### src/design/ole_pkg.sv
package ole_pkg;

  // command codes of the input channel
  typedef enum logic [1:0] {
    CMD_INSERT = 2'd0,
    CMD_DELETE = 2'd1,
    CMD_LIST   = 2'd2
  } cmd_t;

  // result status codes
  typedef enum logic [2:0] {
    ST_INSERTED = 3'd0,
    ST_DELETED  = 3'd1,
    ST_FULL     = 3'd2,
    ST_EMPTY    = 3'd3,
    ST_MISSING  = 3'd4,
    ST_LISTED   = 3'd5
  } status_t;

  // controller to datapath commands
  typedef struct packed {
    logic    capture;
    logic    init_ins;
    logic    init_del;
    logic    init_list;
    logic    step_ins;
    logic    step_del;
    logic    list_rd;
    logic    out_load;
    logic    out_list;
    status_t out_status;
  } ole_ctl_t;

  // datapath to controller status
  typedef struct packed {
    logic empty;
    logic full;
    logic ins_done;
    logic del_end;
    logic del_found;
    logic list_more;
    logic out_last;
  } ole_sts_t;

endpackage

### src/design/ole_channels.sv
// request channel: command and operand
interface ole_in_if;
  logic               valid;
  logic               ready;
  logic [1:0]         cmd;
  logic signed [31:0] operand;

  modport source (output valid, cmd, operand, input ready);
  modport sink   (input valid, cmd, operand, output ready);
endinterface

// result channel: status, element and last marker
interface ole_out_if;
  logic               valid;
  logic               ready;
  logic [2:0]         status;
  logic signed [31:0] element;
  logic               last;

  modport source (output valid, status, element, last, input ready);
  modport sink   (input valid, status, element, last, output ready);
endinterface

### src/design/ole_datapath.sv
module ole_datapath #(
  parameter int CAPACITY = 32
) (
  input  logic               clk,
  input  logic               rst_n,
  input  ole_pkg::ole_ctl_t  ctl,
  output ole_pkg::ole_sts_t  sts,
  input  logic signed [31:0] in_operand,
  output logic [2:0]         out_status,
  output logic signed [31:0] out_element,
  output logic               out_last
);
  import ole_pkg::*;

  localparam int IW = (CAPACITY > 1) ? $clog2(CAPACITY) : 1;
  localparam int CW = $clog2(CAPACITY + 1);

  // entry store, one write and one registered read per cycle
  logic signed [31:0] mem [CAPACITY];

  logic [CW-1:0]      count_r;
  logic [CW-1:0]      ptr_r;
  logic               pend_r;
  logic               found_r;
  logic [IW-1:0]      addr_r;
  logic signed [31:0] val_r;
  logic signed [31:0] rd_r;

  logic               rd_en;
  logic [IW-1:0]      rd_addr;
  logic               wr_en;
  logic [IW-1:0]      wr_addr;
  logic signed [31:0] wr_data;

  logic               ins_hit;
  logic               ins_done;
  logic               del_end;
  logic               list_more;
  logic               list_last;

  // scan status
  assign ins_hit   = pend_r && (rd_r < val_r);
  assign ins_done  = ins_hit || (!pend_r && (ptr_r == '0));
  assign del_end   = !pend_r && (ptr_r == count_r);
  assign list_more = ptr_r < count_r;
  assign list_last = (CW'(addr_r) + CW'(1)) == count_r;

  assign sts.empty     = count_r == '0;
  assign sts.full      = count_r == CW'(CAPACITY);
  assign sts.ins_done  = ins_done;
  assign sts.del_end   = del_end;
  assign sts.del_found = found_r;
  assign sts.list_more = list_more;
  assign sts.out_last  = out_last;

  // memory port control
  always_comb begin
    rd_en   = 1'b0;
    rd_addr = IW'(ptr_r);
    wr_en   = 1'b0;
    wr_addr = '0;
    wr_data = rd_r;
    if (ctl.step_ins) begin
      // walk down from the top, moving entries not below the operand up one slot
      if (ins_hit) begin
        wr_en   = 1'b1;
        wr_addr = addr_r + IW'(1);
        wr_data = val_r;
      end else if (pend_r) begin
        wr_en   = 1'b1;
        wr_addr = addr_r + IW'(1);
      end else if (ptr_r == '0) begin
        wr_en   = 1'b1;
        wr_data = val_r;
      end
      if (!ins_hit && (ptr_r != '0)) begin
        rd_en   = 1'b1;
        rd_addr = IW'(ptr_r - CW'(1));
      end
    end
    if (ctl.step_del) begin
      // walk up; after the match every entry moves down one slot
      if (pend_r && found_r) begin
        wr_en   = 1'b1;
        wr_addr = addr_r - IW'(1);
      end
      rd_en = list_more;
    end
    if (ctl.list_rd) begin
      rd_en = 1'b1;
    end
  end

  // entry store
  always_ff @(posedge clk) begin
    if (wr_en) begin
      mem[wr_addr] <= wr_data;
    end
    if (rd_en) begin
      rd_r <= mem[rd_addr];
    end
  end

  // scan control and entry count
  always_ff @(posedge clk) begin
    if (!rst_n) begin
      count_r <= '0;
      ptr_r   <= '0;
      pend_r  <= 1'b0;
      found_r <= 1'b0;
    end else begin
      if (ctl.init_ins) begin
        ptr_r  <= count_r;
        pend_r <= 1'b0;
      end
      if (ctl.init_del || ctl.init_list) begin
        ptr_r   <= '0;
        pend_r  <= 1'b0;
        found_r <= 1'b0;
      end
      if (ctl.step_ins) begin
        if (rd_en) begin
          ptr_r  <= ptr_r - CW'(1);
          pend_r <= 1'b1;
        end else begin
          pend_r <= 1'b0;
        end
        if (ins_done) begin
          count_r <= count_r + CW'(1);
        end
      end
      if (ctl.step_del) begin
        if (pend_r && !found_r && (rd_r == val_r)) begin
          found_r <= 1'b1;
        end
        if (list_more) begin
          ptr_r  <= ptr_r + CW'(1);
          pend_r <= 1'b1;
        end else begin
          pend_r <= 1'b0;
        end
        if (del_end && found_r) begin
          count_r <= count_r - CW'(1);
        end
      end
      if (ctl.list_rd) begin
        ptr_r <= ptr_r + CW'(1);
      end
    end
  end

  // operand, read address and result payload
  always_ff @(posedge clk) begin
    if (ctl.capture) begin
      val_r <= in_operand;
    end
    if (rd_en) begin
      addr_r <= rd_addr;
    end
    if (ctl.out_load) begin
      if (ctl.out_list) begin
        out_status  <= ST_LISTED;
        out_element <= rd_r;
        out_last    <= list_last;
      end else begin
        out_status  <= ctl.out_status;
        out_element <= '0;
        out_last    <= 1'b1;
      end
    end
  end

endmodule

### src/design/ole_controller.sv
module ole_controller (
  input  logic              clk,
  input  logic              rst_n,
  input  logic              in_valid,
  input  logic [1:0]        in_cmd,
  output logic              in_ready,
  output logic              out_valid,
  input  logic              out_ready,
  output ole_pkg::ole_ctl_t ctl,
  input  ole_pkg::ole_sts_t sts
);
  import ole_pkg::*;

  typedef enum logic [2:0] {
    S_IDLE,
    S_INS,
    S_DEL,
    S_LS_RD,
    S_LS_LOAD,
    S_LS_OUT,
    S_RESP
  } state_t;

  state_t state_r;
  state_t state_nxt;
  logic   out_valid_r;
  logic   out_valid_nxt;
  logic   accept;

  assign in_ready  = state_r == S_IDLE;
  assign out_valid = out_valid_r;
  assign accept    = in_valid && in_ready;

  // next state and datapath commands
  always_comb begin
    ctl           = '0;
    state_nxt     = state_r;
    out_valid_nxt = out_valid_r;
    case (state_r)
      S_IDLE: begin
        if (accept) begin
          ctl.capture = 1'b1;
          case (in_cmd)
            CMD_INSERT: begin
              if (sts.full) begin
                ctl.out_load   = 1'b1;
                ctl.out_status = ST_FULL;
                out_valid_nxt  = 1'b1;
                state_nxt      = S_RESP;
              end else begin
                ctl.init_ins = 1'b1;
                state_nxt    = S_INS;
              end
            end
            CMD_DELETE: begin
              if (sts.empty) begin
                ctl.out_load   = 1'b1;
                ctl.out_status = ST_EMPTY;
                out_valid_nxt  = 1'b1;
                state_nxt      = S_RESP;
              end else begin
                ctl.init_del = 1'b1;
                state_nxt    = S_DEL;
              end
            end
            CMD_LIST: begin
              if (sts.empty) begin
                ctl.out_load   = 1'b1;
                ctl.out_status = ST_EMPTY;
                out_valid_nxt  = 1'b1;
                state_nxt      = S_RESP;
              end else begin
                ctl.init_list = 1'b1;
                state_nxt     = S_LS_RD;
              end
            end
            default: begin
              state_nxt = S_IDLE;
            end
          endcase
        end
      end
      S_INS: begin
        ctl.step_ins = 1'b1;
        if (sts.ins_done) begin
          ctl.out_load   = 1'b1;
          ctl.out_status = ST_INSERTED;
          out_valid_nxt  = 1'b1;
          state_nxt      = S_RESP;
        end
      end
      S_DEL: begin
        ctl.step_del = 1'b1;
        if (sts.del_end) begin
          ctl.out_load   = 1'b1;
          ctl.out_status = sts.del_found ? ST_DELETED : ST_MISSING;
          out_valid_nxt  = 1'b1;
          state_nxt      = S_RESP;
        end
      end
      S_LS_RD: begin
        ctl.list_rd = 1'b1;
        state_nxt   = S_LS_LOAD;
      end
      S_LS_LOAD: begin
        // show the first entry and prefetch the next
        ctl.out_load  = 1'b1;
        ctl.out_list  = 1'b1;
        ctl.list_rd   = sts.list_more;
        out_valid_nxt = 1'b1;
        state_nxt     = S_LS_OUT;
      end
      S_LS_OUT: begin
        if (out_ready) begin
          if (sts.out_last) begin
            out_valid_nxt = 1'b0;
            state_nxt     = S_IDLE;
          end else begin
            ctl.out_load = 1'b1;
            ctl.out_list = 1'b1;
            ctl.list_rd  = sts.list_more;
          end
        end
      end
      S_RESP: begin
        if (out_ready) begin
          out_valid_nxt = 1'b0;
          state_nxt     = S_IDLE;
        end
      end
      default: begin
        out_valid_nxt = 1'b0;
        state_nxt     = S_IDLE;
      end
    endcase
  end

  // state and result valid
  always_ff @(posedge clk) begin
    if (!rst_n) begin
      state_r     <= S_IDLE;
      out_valid_r <= 1'b0;
    end else begin
      state_r     <= state_nxt;
      out_valid_r <= out_valid_nxt;
    end
  end

endmodule

### src/design/ordered_list_engine.sv
// channel   | dir | payload                    | handshake
// in_chan   | in  | cmd[1:0], operand[31:0]    | valid / ready
// out_chan  | out | status[2:0], element[31:0] | valid / ready
//           |     | last                       |
//
// one request at a time; n is the number of stored entries
// insert walks down over up to n entries, delete walks over all n and list
// reads out all n; the walk over the entry store with its single
// read port and single write port paces these steps
// reset clears the entry count and scan state; store contents are not cleared
// a stalled result holds the block, in_chan.ready stays low until it drains
module ordered_list_engine #(
  parameter int CAPACITY = 32
) (
  input logic       clk,
  input logic       rst_n,
  ole_in_if.sink    in_chan,
  ole_out_if.source out_chan
);
  import ole_pkg::*;

  ole_ctl_t ctl;
  ole_sts_t sts;

  // sequencer
  ole_controller u_ctrl (
    .clk       (clk),
    .rst_n     (rst_n),
    .in_valid  (in_chan.valid),
    .in_cmd    (in_chan.cmd),
    .in_ready  (in_chan.ready),
    .out_valid (out_chan.valid),
    .out_ready (out_chan.ready),
    .ctl       (ctl),
    .sts       (sts)
  );

  // entry store and result registers
  ole_datapath #(
    .CAPACITY (CAPACITY)
  ) u_dp (
    .clk         (clk),
    .rst_n       (rst_n),
    .ctl         (ctl),
    .sts         (sts),
    .in_operand  (in_chan.operand),
    .out_status  (out_chan.status),
    .out_element (out_chan.element),
    .out_last    (out_chan.last)
  );

endmodule
### src/flat_wrapper.sv
// flat-port wrapper written by rule: the top's interface ports become plain ports
module ordered_list_engine_flat import ole_pkg::*;
#(
  parameter int CAPACITY = 32
)
  (clk, rst_n, in_chan_valid, in_chan_cmd, in_chan_operand, in_chan_ready, out_chan_valid, out_chan_status, out_chan_element, out_chan_last, out_chan_ready);
  ole_in_if in_chan_i ();
  ole_out_if out_chan_i ();
  input logic clk;
  input logic rst_n;
  input wire logic [$bits(in_chan_i.valid)-1:0] in_chan_valid;
  input wire logic [$bits(in_chan_i.cmd)-1:0] in_chan_cmd;
  input wire logic [$bits(in_chan_i.operand)-1:0] in_chan_operand;
  output wire logic [$bits(in_chan_i.ready)-1:0] in_chan_ready;
  output wire logic [$bits(out_chan_i.valid)-1:0] out_chan_valid;
  output wire logic [$bits(out_chan_i.status)-1:0] out_chan_status;
  output wire logic [$bits(out_chan_i.element)-1:0] out_chan_element;
  output wire logic [$bits(out_chan_i.last)-1:0] out_chan_last;
  input wire logic [$bits(out_chan_i.ready)-1:0] out_chan_ready;
  assign in_chan_i.valid = in_chan_valid;
  assign in_chan_i.cmd = in_chan_cmd;
  assign in_chan_i.operand = in_chan_operand;
  assign in_chan_ready = in_chan_i.ready;
  assign out_chan_valid = out_chan_i.valid;
  assign out_chan_status = out_chan_i.status;
  assign out_chan_element = out_chan_i.element;
  assign out_chan_last = out_chan_i.last;
  assign out_chan_i.ready = out_chan_ready;
  ordered_list_engine #(.CAPACITY(CAPACITY)) u_core (.clk(clk), .rst_n(rst_n), .in_chan(in_chan_i), .out_chan(out_chan_i));
endmodule
### config.mk
export PLATFORM = sky130hd
export DESIGN_NAME = ordered_list_engine_flat
export DESIGN_NICKNAME = d
export VERILOG_FILES = /design/src/design/ole_pkg.sv /design/src/design/ole_channels.sv /design/src/design/ole_datapath.sv /design/src/design/ole_controller.sv /design/src/design/ordered_list_engine.sv /design/src/flat_wrapper.sv
export SDC_FILE = /design/constraint.sdc
export NUM_CORES = 1
export LEC_CHECK = 0
export BUFFER_PORTS_ARGS = -buffer_cell sky130_fd_sc_hd__buf_2
export CORE_MARGIN = 3
export CORE_UTILIZATION = 33
export DETAILED_ROUTE_END_ITERATION = 8
export PLACE_DENSITY_LB_ADDON = 0.08
export SYNTH_ARGS = -nofsm -noshare
export SYNTH_HDL_FRONTEND = slang
export SYNTH_HIERARCHICAL = 1
export SYNTH_SLANG_ARGS = --single-unit
### constraint.sdc
create_clock -name clk -period 8.5 [get_ports clk]
set_input_delay 0.425 -clock clk [delete_from_list [all_inputs] [get_ports clk]]
set_output_delay 0.425 -clock clk [all_outputs]
set_load 0.02 [all_outputs]
==> results.tsv <==
stage	metric	value	unit
outcome	status	finished clean	
setup_path	crit path cell chain	inv_1, ha_4, nand2b_4, or2_1, or3_1, and3_4, a22oi_2, and2_4, buf_4, buf_4, mux2i_1, o221ai_1, and4_1	
setup_path	WS Path Type	flop to flop	
yosys	most numerous cell in the Yosys netlist	edfxtp_1	
yosys	Seq/Total Area, Yosys	63.6	%
global_route	GRT Util Overall	21.7	%
yosys	Synth area leader	edfxtp_1	
yosys	Post-synth top cells	1,129 x edfxtp_1, 260 x mux2_2, 256 x mux4_2	
drt	Vias	32900	
yosys	synth warn	6	
cells_and_area	share of cells above drive strength 1	29.1	%
clocking	CTS tree	done	
cells_and_area	Synth-to-Final Area Change	14.4	%
yosys	Post-Synthesis Cell Area	53800	um^2
yosys	Synth Area per Inst	16.5	um^2
clocking	setup bufs post-CTS	0	
global_route	first-pass GRT wire length	259000	um
setup_path	Crit. End Element	flop	
setup_path	slack of the worst reg-to-reg path	2.62	ns
clocking	Skew-Pair Late Insertion Delay	0.77	ns
yosys	#FFs+latches synth	1147	
timing	unrepaired setup endpoints after global routing	false	
clocking	H-tree depth	4	
floorplan	row count	147	
yosys	top cells by area, synth	edfxtp_1 63%, mux4_2 11%, mux2_2 5.4%	
yosys	Async S/R FF share, synth	0	%
drt	ANT nets after route	0	
setup_path	worst-path fanout max	48	
floorplan	Die W	410	um
timing	Layout Skew	0.0328	ns
setup_path	Crit path required time	9.01	ns
floorplan	Die Area	168000	um^2
cells_and_area	area occupied by multi-input gates	18700	um^2
cells_and_area	final net count	3423	
yosys	Post-synth EDFFs	1129	
worst_hold_path	HP Class	primary input to flop	
setup_path	Data arrival, critical path	6.39	ns
power_and_ir_drop	Pwr Total	19.4	mW
setup_path	family with the most delay on the worst path	simple AND/OR/NAND/NOR gates	
clocking	CTS clk-pin slew, worst paths	0.06	ns
clocking	Hold Buf Count CTS	32	
yosys	Synth Instances	3262	
clocking	CTS Buffer Depth	3	
drt	vias per cell	5.87	
clocking	clk sinks	1147	
power_and_ir_drop	Power Dens Cells	314	nW/um^2
floorplan	I/O pins	76	
drt	post-DR wirelength/cell	32.8	um
clocking	clk root buf	clkbuf_16	
timing	period utilization	69.1	%
setup_path	CP peak stage delay	0.92	ns
yosys	post-synthesis cell type count	81	
yosys	Primary FF master, synth	edfxtp_1	
global_route	vias in the first global route	33300	
worst_hold_path	Worst Hold Path Cells	3	
drt	DRC viols	0	
floorplan	Initial Utilization	33.4	%
drt	1st-pass router iterations	5	
place	Port-buffer cells	75	
global_route	initial antenna violation count	6	
global_route	largest net degree at the start of global routing	141	
timing	worst slew pin tran	1.36	ns
cells_and_area	register area	34300	um^2
clocking	PostCTS Resize Cnt	0	
setup_path	R2R depth	13	
timing	final hold violation count	0	
setup_path	Worst R2R End	u_core/u_dp/rd_r[11]	
yosys	Mapped Nets	3349	
place	hpwl dp	98200	um
place	GP Congestion	0.819	
timing	fin crit period	5.88	ns
timing	Final setup viols	0	
setup_path	WP buf/inv	3	
setup_path	Startpoint Class	flop	
setup_path	Crit path top cell by count	buf_4	
timing	TNS Setup	0	ns
setup_path	Slowest-stage cell, CP	and2_4	
setup_path	worst flop-to-flop path startpoint	u_core/u_dp/ptr_r[0]	
job	Max-Cap Viols	0	
timing	Slew HR	9.14	%
floorplan	chip height	410	um
power_and_ir_drop	Pleak	19.3	nW
worst_hold_path	HP Start	rst_n	
clocking	cts bufs inserted	136	
cells_and_area	Filler Cells Inserted	14700	
yosys	post-synth top area share	63.0	%
power_and_ir_drop	Max VDD drop	0.163	mV
drt	WL final	184000	um
floorplan	Core Area	161000	um^2
drt	initial DRC count	3619	
global_route	grt ovf	0	
worst_hold_path	Hold EP	u_core/u_dp/ptr_r[3]	
timing	pins over their slew limit	0	
timing	f_max	170	MHz
sequential cells by signal (all words and copies together) (netlist names):
signal and count:
u_core/u_dp/out_last 1, u_core/u_dp/mem 1024, u_core/u_dp/val_r 32, u_core/u_dp/ptr_r 6, u_core/u_dp/pend_r 1, u_core/u_dp/out_status 3
u_core/u_dp/count_r 6, u_core/u_dp/found_r 1, u_core/u_ctrl/out_valid 1, u_core/u_dp/out_element 32, u_core/u_ctrl/state_r 3, u_core/u_dp/rd_r 32
u_core/u_dp/addr_r 5
cells in the final DEF, fill, tap and decap left out, types with 63 or more instances in the layout:
| cell type | n |
|---|---|
| buf_4 | 94 |
| clkbuf_16 | 141 |
| o21a_1 | 129 |
| edfxtp_1 | 1129 |
| mux4_2 | 256 |
| buf_2 | 75 |
| nand2_1 | 63 |
| o22ai_1 | 130 |
| o221ai_1 | 227 |
| mux2i_1 | 130 |
| o21ai_0 | 143 |
| mux2_2 | 260 |
kinds of logic after synthesis:
kind of cell / Yosys count / share of synthesized area, %
buf+inv: 326 / 2.60
fa+ha+maj: 49 / 1.14
xor+xnor: 19 / 0.309
flops: 1147 / 63.6
mux: 647 / 18.6
simple gates: 290 / 3.00
compound gates: 784 / 10.7
worst max-delay path by stage:
stage	slack, ns	cells after the start	startpoint	to
2_1_floorplan	1.79	18	u_core/u_dp/ptr_r[1]	u_core/u_dp/ptr_r[0]
3_3_place_gp	2.81	13	u_core/u_dp/ptr_r[0]	u_core/u_dp/rd_r[1]
3_5_place_dp	2.67	13	u_core/u_dp/ptr_r[0]	u_core/u_dp/rd_r[1]
4_1_cts	2.65	13	u_core/u_dp/ptr_r[0]	u_core/u_dp/rd_r[11]
5_1_grt	2.47	13	u_core/u_dp/ptr_r[0]	u_core/u_dp/rd_r[2]
6_report	2.62	13	u_core/u_dp/ptr_r[0]	u_core/u_dp/rd_r[11]
where the power goes:
| group | internal [mW] | switching, mW | total [mW] |
|---|---|---|---|
| Clock | 3.22 | 2.34 | 5.56 |
| Sequential | 7.75 | 0.259 | 8.01 |
| Combinational | 1.86 | 3.92 | 5.78 |
| Total | 12.8 | 6.52 | 19.4 |
tightest hold or removal path, cell delays in order:
cell and delay, ns:
buf_2 0.22, nand2_1 0.11, a31oi_1 0.04
stage by stage:
step                      std cells  hold slack [ns]  cell area, um^2  utilization (%)  setup WS, ns
final                          5605           0.0802            61600             38.2          2.62
after floorplan                3262            0.519            53800                -          1.79
after global routing           5604           0.0580            61600             38.2          2.47
after CTS                      5603           0.0198            61600             38.2          2.65
after global placement         5325            0.546            57000             35.4          2.81
after detailed placement       5325            0.603            57000             35.4          2.67
final cells by class:
cell class	instances	area share (%)
Sequential cell	1147	55.7
Inverter	53	0.323
Tap cell	2160	4.39
Multi-Input combinational cell	1789	30.3
Clock buffer	174	5.95
Timing Repair Buffer	209	2.52
Antenna cell	1	0.00406
Clock inverter	72	0.858
routing by layer:
| layer | wire (um) | up-vias | global-route usage (%) | share of wire, % |
|---|---|---|---|---|
| met5 | 0 | - | 0 | 0 |
| met3 | 9600 | 248 | 3.18 | 5.2 |
| li1 | - | 13800 | - | - |
| met2 | 85400 | 1117 | 34.2 | 46 |
| met4 | 5620 | 0 | 6.97 | 3.1 |
| met1 | 83400 | 17700 | 30.8 | 45 |
Power figures use the tool's default switching activity.
